### src/design/ajb_pkg.sv
package ajb_pkg;

    // Width of the item buses, in bits
    localparam int IN_DATA_W  = 80;
    localparam int OUT_DATA_W = 80;

    // Item kinds on the input side
    localparam logic CMD_PUSH = 1'b0;
    localparam logic CMD_TICK = 1'b1;

    // Result kinds on the output side
    typedef enum logic [1:0] {
        PS_ACCEPT = 2'd0,
        PS_EVICT  = 2'd1,
        PS_REJECT = 2'd2,
        PS_TICK   = 2'd3
    } t_push_status;

    // Configuration register indexes
    localparam logic [2:0] CFG_START_TARGET = 3'd0;
    localparam logic [2:0] CFG_MIN_TARGET   = 3'd1;
    localparam logic [2:0] CFG_MAX_TARGET   = 3'd2;
    localparam logic [2:0] CFG_STARVE_LIMIT = 3'd3;
    localparam logic [2:0] CFG_SHRINK_AFTER = 3'd4;

    // Reset values of the configuration registers
    localparam logic [3:0] RST_START_TARGET = 4'd2;
    localparam logic [3:0] RST_MIN_TARGET   = 4'd2;
    localparam logic [3:0] RST_MAX_TARGET   = 4'd10;
    localparam logic [7:0] RST_STARVE_LIMIT = 8'd10;
    localparam logic [7:0] RST_SHRINK_AFTER = 8'd250;

    localparam logic [3:0] TARGET_CEIL = 4'd15;
    localparam logic [7:0] RUN_SAT     = 8'd255;

    // One queued frame descriptor
    typedef struct packed {
        logic [15:0]        seq;
        logic [7:0]         handle;
        logic [8:0]         len;
        logic               occ;
        logic [15:0]        gain;
        logic signed [15:0] pan;
    } t_entry;

    // Operation broadcast to every cell of the row
    typedef enum logic [1:0] {
        CELL_HOLD,
        CELL_INS,
        CELL_INS_FULL,
        CELL_POP
    } t_cell_op;

endpackage

### src/design/ajb_cell.sv
module ajb_cell (
    input  logic              i_clk,
    input  ajb_pkg::t_cell_op i_op,
    input  ajb_pkg::t_entry   i_new,      // descriptor being inserted
    input  ajb_pkg::t_entry   i_left,     // lower neighbor (new entry for the head cell)
    input  logic              i_lt_left,  // lower neighbor sorts below the new entry
    input  ajb_pkg::t_entry   i_right,    // upper neighbor
    input  logic              i_lt_right, // upper neighbor sorts below the new entry
    input  logic              i_occ,      // this cell holds a queued entry
    output ajb_pkg::t_entry   o_ent,
    output logic              o_lt
);

    ajb_pkg::t_entry r_ent;
    ajb_pkg::t_entry n_ent;

    // Held entry sorts strictly below the new one, so it stays in front of it
    assign o_lt  = i_occ && (r_ent.seq < i_new.seq);
    assign o_ent = r_ent;

    // Choose this cell's next entry from itself, a neighbor or the new item
    always_comb begin
        n_ent = r_ent;
        unique case (i_op)
            ajb_pkg::CELL_HOLD: begin
                n_ent = r_ent;
            end
            ajb_pkg::CELL_INS: begin
                if (o_lt) begin
                    n_ent = r_ent;
                end else if (i_lt_left) begin
                    n_ent = i_new;
                end else begin
                    n_ent = i_left;
                end
            end
            ajb_pkg::CELL_INS_FULL: begin
                if (i_lt_right) begin
                    n_ent = i_right;
                end else if (o_lt) begin
                    n_ent = i_new;
                end else begin
                    n_ent = r_ent;
                end
            end
            ajb_pkg::CELL_POP: begin
                n_ent = i_right;
            end
            default: begin
                n_ent = r_ent;
            end
        endcase
    end

    always_ff @(posedge i_clk) begin
        r_ent <= n_ent;
    end

endmodule

### src/design/adaptive_jitter_buffer.sv
// Channel  | Direction | Handshake                 | Contents
// s        | in        | i_s_tvalid / o_s_tready   | push descriptor or playout tick
// m        | out       | o_m_tvalid / i_m_tready   | push status, popped frame, status
// cfg      | in        | i_cfg_valid / o_cfg_ready | register index and write data
//
// One item per cycle while the output side keeps up: the whole row of cells shifts or
// inserts at once, and each item's result appears in the output register in the cycle after acceptance.
// The input stalls only while a result is held and the output side is not ready.
// Reset (synchronous, active low) empties the queue, stops playout and restores
// the register defaults; queued entries themselves are not cleared.
module adaptive_jitter_buffer #(
    parameter int QUEUE_DEPTH     = 16,
    parameter int MAX_FRAME_BYTES = 256,
    parameter int HANDLE_BITS     = 8
) (
    input  logic                             i_clk,
    input  logic                             i_rst_n,
    input  logic                             i_s_tvalid,
    output logic                             o_s_tready,
    // seq_num[15:0], frame_handle[23:16], frame_len[39:24], gain_word[55:40],
    // pan_word[71:56], occluded[72], zero fill above
    input  logic [ajb_pkg::IN_DATA_W-1:0]    i_s_tdata,
    // cmd[0]
    input  logic                             i_s_tuser,
    output logic                             o_m_tvalid,
    input  logic                             i_m_tready,
    // frame_valid[0], out_seq[16:1], out_handle[24:17], out_len[33:25],
    // out_gain[49:34], out_pan[65:50], out_occluded[66], is_playing[67],
    // cur_target[71:68], fill_level[76:72], zero fill above
    output logic [ajb_pkg::OUT_DATA_W-1:0]   o_m_tdata,
    // push_status[1:0]
    output logic [1:0]                       o_m_tuser,
    input  logic                             i_cfg_valid,
    output logic                             o_cfg_ready,
    input  logic [2:0]                       i_cfg_index,
    input  logic [7:0]                       i_cfg_data
);

    localparam int FW = $clog2(QUEUE_DEPTH + 1);
    localparam int CW = (FW > 4) ? FW : 4;
    localparam logic [7:0] HMASK =
        (HANDLE_BITS >= 8) ? 8'hFF : 8'((1 << HANDLE_BITS) - 1);
    localparam logic [16:0] LEN_MAX = 17'(MAX_FRAME_BYTES);

    // Configuration registers
    logic [3:0] r_min_target, r_max_target;
    logic [7:0] r_starve_limit, r_shrink_after;

    // Control state
    logic [FW-1:0] r_fill, n_fill;
    logic          r_playing, n_playing;
    logic [3:0]    r_target, n_target;
    logic [7:0]    r_healthy, n_healthy;
    logic [7:0]    r_starve, n_starve;

    // Output register
    logic                          r_out_valid;
    logic [1:0]                    r_out_user, n_out_user;
    logic [ajb_pkg::OUT_DATA_W-1:0] r_out_data, n_out_data;

    logic              w_accept;
    logic              w_cfg_wr;
    ajb_pkg::t_entry   w_new;
    ajb_pkg::t_cell_op w_op;
    ajb_pkg::t_entry   w_ent [QUEUE_DEPTH];
    logic              w_lt  [QUEUE_DEPTH];
    logic              w_occ [QUEUE_DEPTH];
    logic              w_full;
    logic              w_too_long;
    logic              w_play_now;
    logic [7:0]        w_h_inc, w_s_inc;
    logic              w_pop_valid;
    logic [FW+4:0]     w_fill_ext;

    assign o_s_tready  = !r_out_valid || i_m_tready;
    assign w_accept    = i_s_tvalid && o_s_tready;
    assign o_cfg_ready = 1'b1;
    assign w_cfg_wr    = i_cfg_valid && o_cfg_ready;

    // Unpack the incoming descriptor
    always_comb begin
        w_new.seq    = i_s_tdata[15:0];
        w_new.handle = i_s_tdata[23:16] & HMASK;
        w_new.len    = i_s_tdata[32:24];
        w_new.gain   = i_s_tdata[55:40];
        w_new.pan    = i_s_tdata[71:56];
        w_new.occ    = i_s_tdata[72];
    end

    assign w_too_long = {1'b0, i_s_tdata[39:24]} > LEN_MAX;
    assign w_full     = (r_fill == FW'(QUEUE_DEPTH));
    assign w_play_now = r_playing || (CW'(r_fill) >= CW'(r_target));
    assign w_h_inc    = (r_healthy == ajb_pkg::RUN_SAT) ? r_healthy : r_healthy + 8'd1;
    assign w_s_inc    = (r_starve == ajb_pkg::RUN_SAT) ? r_starve : r_starve + 8'd1;
    assign w_pop_valid = w_play_now && (r_fill != '0);

    // Row of cells; cell 0 is the head of the queue
    for (genvar g = 0; g < QUEUE_DEPTH; g++) begin : g_cell
        assign w_occ[g] = (r_fill > FW'(g));
        if (g == 0) begin : g_head
            ajb_cell u_cell (
                .i_clk      (i_clk),
                .i_op       (w_op),
                .i_new      (w_new),
                .i_left     (w_new),
                .i_lt_left  (1'b0),
                .i_right    (w_ent[(QUEUE_DEPTH > 1) ? 1 : 0]),
                .i_lt_right ((QUEUE_DEPTH > 1) ? w_lt[(QUEUE_DEPTH > 1) ? 1 : 0] : 1'b0),
                .i_occ      (w_occ[g]),
                .o_ent      (w_ent[g]),
                .o_lt       (w_lt[g])
            );
        end else if (g == QUEUE_DEPTH - 1) begin : g_tail
            ajb_cell u_cell (
                .i_clk      (i_clk),
                .i_op       (w_op),
                .i_new      (w_new),
                .i_left     (w_ent[g-1]),
                .i_lt_left  (w_lt[g-1]),
                .i_right    (w_ent[g]),
                .i_lt_right (1'b0),
                .i_occ      (w_occ[g]),
                .o_ent      (w_ent[g]),
                .o_lt       (w_lt[g])
            );
        end else begin : g_mid
            ajb_cell u_cell (
                .i_clk      (i_clk),
                .i_op       (w_op),
                .i_new      (w_new),
                .i_left     (w_ent[g-1]),
                .i_lt_left  (w_lt[g-1]),
                .i_right    (w_ent[g+1]),
                .i_lt_right (w_lt[g+1]),
                .i_occ      (w_occ[g]),
                .o_ent      (w_ent[g]),
                .o_lt       (w_lt[g])
            );
        end
    end

    // Decide the row operation, the control state and the result
    always_comb begin
        w_op       = ajb_pkg::CELL_HOLD;
        n_fill     = r_fill;
        n_playing  = r_playing;
        n_target   = r_target;
        n_healthy  = r_healthy;
        n_starve   = r_starve;
        n_out_user = r_out_user;
        n_out_data = r_out_data;

        if (w_accept) begin
            if (i_s_tuser == ajb_pkg::CMD_PUSH) begin
                priority if (w_too_long) begin
                    n_out_user = ajb_pkg::PS_REJECT;
                end else if (w_full) begin
                    w_op       = ajb_pkg::CELL_INS_FULL;
                    n_out_user = ajb_pkg::PS_EVICT;
                end else begin
                    w_op       = ajb_pkg::CELL_INS;
                    n_fill     = r_fill + FW'(1);
                    n_out_user = ajb_pkg::PS_ACCEPT;
                end
            end else begin
                n_out_user = ajb_pkg::PS_TICK;
                n_playing  = w_play_now;
                if (w_play_now) begin
                    if (w_pop_valid) begin
                        // Pop the head and track the healthy run
                        w_op     = ajb_pkg::CELL_POP;
                        n_fill   = r_fill - FW'(1);
                        n_starve = '0;
                        if (CW'(r_fill) >= CW'(r_target)) begin
                            n_healthy = w_h_inc;
                            if ((w_h_inc >= r_shrink_after) && (r_target > r_min_target)) begin
                                n_target  = r_target - 4'd1;
                                n_healthy = '0;
                            end
                        end else begin
                            n_healthy = '0;
                        end
                    end else begin
                        // Underrun: grow the target and count the starve
                        if ((r_target < r_max_target) && (r_target < ajb_pkg::TARGET_CEIL)) begin
                            n_target = r_target + 4'd1;
                        end
                        n_healthy = '0;
                        n_starve  = w_s_inc;
                        if (w_s_inc >= r_starve_limit) begin
                            n_playing = 1'b0;
                            n_starve  = '0;
                        end
                    end
                end
            end

            w_fill_ext = (FW + 5)'(n_fill);
            n_out_data = '0;
            if (w_pop_valid && (i_s_tuser == ajb_pkg::CMD_TICK)) begin
                n_out_data[0]     = 1'b1;
                n_out_data[16:1]  = w_ent[0].seq;
                n_out_data[24:17] = w_ent[0].handle;
                n_out_data[33:25] = w_ent[0].len;
                n_out_data[49:34] = w_ent[0].gain;
                n_out_data[65:50] = w_ent[0].pan;
                n_out_data[66]    = w_ent[0].occ;
            end
            n_out_data[67]    = n_playing;
            n_out_data[71:68] = n_target;
            n_out_data[76:72] = w_fill_ext[4:0];
        end else begin
            w_fill_ext = '0;
        end

        // A start_target write loads the live target directly, overriding any update from the item
        if (w_cfg_wr && (i_cfg_index == ajb_pkg::CFG_START_TARGET)) begin
            n_target = i_cfg_data[3:0];
        end
    end

    // Control state and configuration registers
    always_ff @(posedge i_clk) begin
        if (!i_rst_n) begin
            r_fill         <= '0;
            r_playing      <= 1'b0;
            r_target       <= ajb_pkg::RST_START_TARGET;
            r_healthy      <= '0;
            r_starve       <= '0;
            r_min_target   <= ajb_pkg::RST_MIN_TARGET;
            r_max_target   <= ajb_pkg::RST_MAX_TARGET;
            r_starve_limit <= ajb_pkg::RST_STARVE_LIMIT;
            r_shrink_after <= ajb_pkg::RST_SHRINK_AFTER;
            r_out_valid    <= 1'b0;
        end else begin
            r_fill    <= n_fill;
            r_playing <= n_playing;
            r_target  <= n_target;
            r_healthy <= n_healthy;
            r_starve  <= n_starve;
            if (w_cfg_wr) begin
                unique case (i_cfg_index)
                    ajb_pkg::CFG_MIN_TARGET:   r_min_target   <= i_cfg_data[3:0];
                    ajb_pkg::CFG_MAX_TARGET:   r_max_target   <= i_cfg_data[3:0];
                    ajb_pkg::CFG_STARVE_LIMIT: r_starve_limit <= i_cfg_data;
                    ajb_pkg::CFG_SHRINK_AFTER: r_shrink_after <= i_cfg_data;
                    default: begin
                    end
                endcase
            end
            if (w_accept) begin
                r_out_valid <= 1'b1;
            end else if (i_m_tready) begin
                r_out_valid <= 1'b0;
            end
        end
    end

    // Result payload
    always_ff @(posedge i_clk) begin
        r_out_user <= n_out_user;
        r_out_data <= n_out_data;
    end

    assign o_m_tvalid = r_out_valid;
    assign o_m_tdata  = r_out_data;
    assign o_m_tuser  = r_out_user;

    // Fill never passes the row length
    a_fill_bound: assert property (@(posedge i_clk) disable iff (!i_rst_n)
        CW'(r_fill) <= CW'(QUEUE_DEPTH))
        else $error("fill count beyond queue depth");

    // Head pair of the row stays in ascending order
    a_sorted: assert property (@(posedge i_clk) disable iff (!i_rst_n)
        (r_fill >= FW'(2)) && (QUEUE_DEPTH > 1) |->
            w_ent[0].seq <= w_ent[(QUEUE_DEPTH > 1) ? 1 : 0].seq)
        else $error("queue head out of order");

    // An insert into a queue with room grows the fill by one
    a_push_grows: assert property (@(posedge i_clk) disable iff (!i_rst_n)
        w_accept && (i_s_tuser == ajb_pkg::CMD_PUSH) && !w_too_long && !w_full |=>
            r_fill == $past(r_fill) + FW'(1))
        else $error("insert did not grow fill");

    // Only a tick result can carry a popped frame
    a_pop_is_tick: assert property (@(posedge i_clk) disable iff (!i_rst_n)
        r_out_valid && r_out_data[0] |-> r_out_user == ajb_pkg::PS_TICK)
        else $error("popped frame on a push result");

endmodule

### config.mk
export PLATFORM = sky130hd
export DESIGN_NAME = adaptive_jitter_buffer
export DESIGN_NICKNAME = d
export VERILOG_FILES = /design/src/design/ajb_pkg.sv /design/src/design/ajb_cell.sv /design/src/design/adaptive_jitter_buffer.sv
export SDC_FILE = /design/constraint.sdc
export NUM_CORES = 2
export LEC_CHECK = 0
export BUFFER_PORTS_ARGS = -buffer_cell sky130_fd_sc_hd__buf_2
export CORE_MARGIN = 8
export CORE_UTILIZATION = 50
export CTS_BUF_LIST = sky130_fd_sc_hd__clkbuf_8
export CTS_CLUSTER_DIAMETER = 120
export DETAILED_ROUTE_END_ITERATION = 7
export HOLD_SLACK_MARGIN = 0.06
export PLACE_DENSITY_LB_ADDON = 0.12
export SETUP_SLACK_MARGIN = 0.1
export SYNTH_ARGS = -nofsm -noshare
export SYNTH_HDL_FRONTEND = slang
export SYNTH_HIERARCHICAL = 1
export SYNTH_SLANG_ARGS = --single-unit
### constraint.sdc
create_clock -name i_clk -period 9.9 [get_ports i_clk]
set_input_delay 0.99 -clock i_clk [delete_from_list [all_inputs] [get_ports i_clk]]
set_output_delay 0.99 -clock i_clk [all_outputs]
set_load 0.02 [all_outputs]
==> run summary <==
Clk slew on worst S/H paths -> 60 ps
Max-cap viol count -> 0
RSZ-0062 raised after global routing -> false
# nets final -> 8,640
Number of remaining DRC errors -> 0
Initial antenna violation count -> 9
Max Slew Vio Count -> 0
Vias per cell -> 5.86
Total power -> 0.0114 W
Share of the synthesized area in the top cell type -> 44.3%
HP Class -> in -> reg
Internal power -> 0.00823 W
Post-synth cell types -> 85
Worst Max-Slew Pin Slew -> 1240 ps
Max Freq -> 187 MHz
CTS tree -> yes
Core footprint -> 0.153 mm²
Global placer's final weighted congestion -> 0.828
FILL cells -> 14,000
Multi-input gate area -> 0.0372 mm²
Global Route Usage Sum -> 23.0%
Number of synthesized flops with an enable pin -> 1,135
Most frequent cells in the layout -> nand2_1 (2,052), edfxtp_1 (1,135), a31oi_1 (970)
Total wire length -> 203,000 µm
Post-CTS Resized -> 0
Part of the power in registers -> 49.7%
Port Buffer Count -> 170
Fraction of the yosys area taken by sequential cells -> 45.7%
Setup bufs post-CTS -> 0
Async set-or-reset flop fraction in the synthesized netlist -> 0%
Die outline width -> 408 µm
Most common cell after layout, fill and taps aside -> nand2_1
Switching Power -> 0.00315 W
Total grt overflow -> 0
CTS max path bufs -> 3
Clock power share -> 37.3%
Final hold vios -> 0
Vias in the first global route -> 56,400
Sw Share -> 27.7%
Final core utilization -> 53.2%
Die ar. -> 0.167 mm²
YS warnings -> 6
Final HPWL DP -> 133,000 µm
CP max FO -> 87
Critical setup path kind -> in -> reg
Synth-to-Final Area Change -> 6.20%
Lkg Pwr -> 29.3 nW
Antenna viol nets, final -> 0
Register area -> 0.0351 mm²
Crit path launch type -> primary input
Post-route design area -> 0.0816 mm²
Critical path arrival -> 5880 ps
Initial drt markers -> 7,101
Logic gate share of total power -> 13.0%
Row count -> 144
Cts hold-fix bufs -> 0
DRT Pass-1 Iters -> 5
Post-Synthesis Cells -> 8,462
Min Tclk post-route -> 5340 ps
Synth area leaders -> edfxtp_1 (44%), nand2_1 (10%), a211oi_1 (9.4%)
Ratio of cells with drive above 1 in the final layout -> 7.81%
Post-Syn Area -> 0.0769 mm²
Detailed-route via count -> 61,500
First-pass GRT wire length -> 326,000 µm
Clock latency on the worst-skew pair -> 930 ps
Setup_tns -> 0 ps
Slew headroom -> 17.5%
Status -> finished clean
Placed cell area -> 0.0778 mm²
Final period util -> 53.9%
Root buffer cell -> clkbuf_8
CTS Buf Count -> 214
Die H -> 408 µm
Worst EP required -> 10,440 ps
Post-synthesis cell type with the largest combined area -> edfxtp_1
Synthesized area per cell -> 9.08 µm²
Setup-failing EPs final -> 0
DR WL/cell -> 19.3 µm
PD cells -> 139 mW/mm²
CP endpoint kind -> flop
Number of synthesized register bits -> 1,186
Worst IR Drop VDD -> 0.134 mV
Total clock sinks -> 1,186
# IOs -> 182
Htree depth -> 4
Initial Util -> 50.1%
Pin count of the biggest net entering global routing -> 243
Final setup skew -> 38.4 ps
Top_reg_cell synth -> edfxtp_1
[through the flow]
step	instances	hold WS [ps]	setup WS [ps]
2_1_floorplan	8472	443	2520
3_3_place_gp	10100	456	3590
3_5_place_dp	10100	460	3570
4_1_cts	10500	214	4600
5_1_grt	10500	284	4270
6_report	10500	328	4560
[sequential cells by signal, summed over array words and instances, names as in the netlist]
| name | flops |
|---|---|
| g_cell.g_mid.u_cell/o_ent | 924 |
| o_m_tdata | 77 |
| g_cell.g_head.u_cell/o_ent | 66 |
| g_cell.g_tail.u_cell/o_ent | 66 |
| r_healthy | 8 |
| r_shrink_after | 8 |
| r_starve | 8 |
| r_starve_limit | 8 |
| r_fill | 5 |
| r_max_target | 4 |
| r_min_target | 4 |
| r_target | 4 |
| o_m_tuser | 2 |
| o_m_tvalid | 1 |
| r_playing | 1 |
[cells in the mapped netlist (11+ instances only)]
cell type	n
o22ai_1	99
buf_6	60
buf_4	76
a21oi_1	114
nand2b_1	15
clkbuf_1	381
dfxtp_1	51
inv_1	331
a211oi_1	962
nor2b_1	961
nand2_1	2052
ha_1	276
buf_2	151
edfxtp_1	1135
o22ai_2	17
nand4_1	47
mux2i_2	16
nor2_1	251
buf_1	16
nand3_1	30
o211ai_1	19
a31oi_1	970
and3_1	11
or2_1	24
and2_1	69
o21ai_1	17
and2b_1	25
o21ai_0	72
[cell families (layout without fill, tap and decap cells)]
| family | Yosys count | in the layout | share of synthesized area, % |
|---|---|---|---|
| buffers and inverters | 1017 | 983 | 6.17 |
| and+or+nand+nor | 3579 | 3579 | 22.0 |
| xor gates and xnor gates | 10 | 10 | 0.114 |
| muxes | 23 | 23 | 0.381 |
| DFF | 1186 | 1186 | 45.7 |
| AOI/OAI and AO/OA | 2369 | 2369 | 21.2 |
| adders and majority gates | 276 | 276 | 4.49 |
| other | 2 | 16 | 0.00977 |
[power by group through the flow]
stage / combinational [W] / clock [W] / sequential, W
finish: 0.00147 / 0.00425 / 0.00566
global route: 0.00164 / 0.00459 / 0.00566
floorplan: 0.00102 / 0 / 0.00577
global placement: 0.00141 / 0 / 0.00576
CTS: 0.00146 / 0.00439 / 0.00565
detailed placement: 0.00145 / 0 / 0.00576
[final cells by class]
class	count	area share (%)
Multi-Input combinational cell	6269	45.6
Tap cell	2044	3.13
Sequential cell	1186	43.0
Antenna cell	4	0.0123
Timing Repair Buffer	263	2.01
Clock inverter	153	0.771
Inverter	333	1.53
Clock buffer	234	3.95
[per-layer routing]
layer / share of wire (%) / GRT usage, % / wire length (µm)
met4: 1.5 / 4.68 / 2990
met2: 38 / 29.3 / 76500
met1: 53 / 39.7 / 108000
met5: 0.013 / 0 / 27
met3: 7.6 / 3.53 / 15500
[worst max-delay path: stages]
cell,delay (ps)
buf_2,100
buf_4,240
or4_1,610
o21ai_1,580
nand2_1,100
o21ai_0,240
and3_4,590
buf_4,800
inv_1,180
o22ai_4,500
buf_4,680
[path summary, 6_finish.rpt]
check             slack [ps]  depth (start not counted)                                 to               from
setup / recovery        4560                         11  g_cell[12].g_mid.u_cell/o_ent[26]      i_s_tdata[24]
hold / removal           330                          3                         o_m_tvalid         i_s_tvalid
setup reg to reg        4870                         11  g_cell[12].g_mid.u_cell/o_ent[26]          r_fill[0]
hold reg to reg          470                          2                  r_starve_limit[2]  r_starve_limit[2]
No activity file was read; power rests on OpenSTA's default activity.
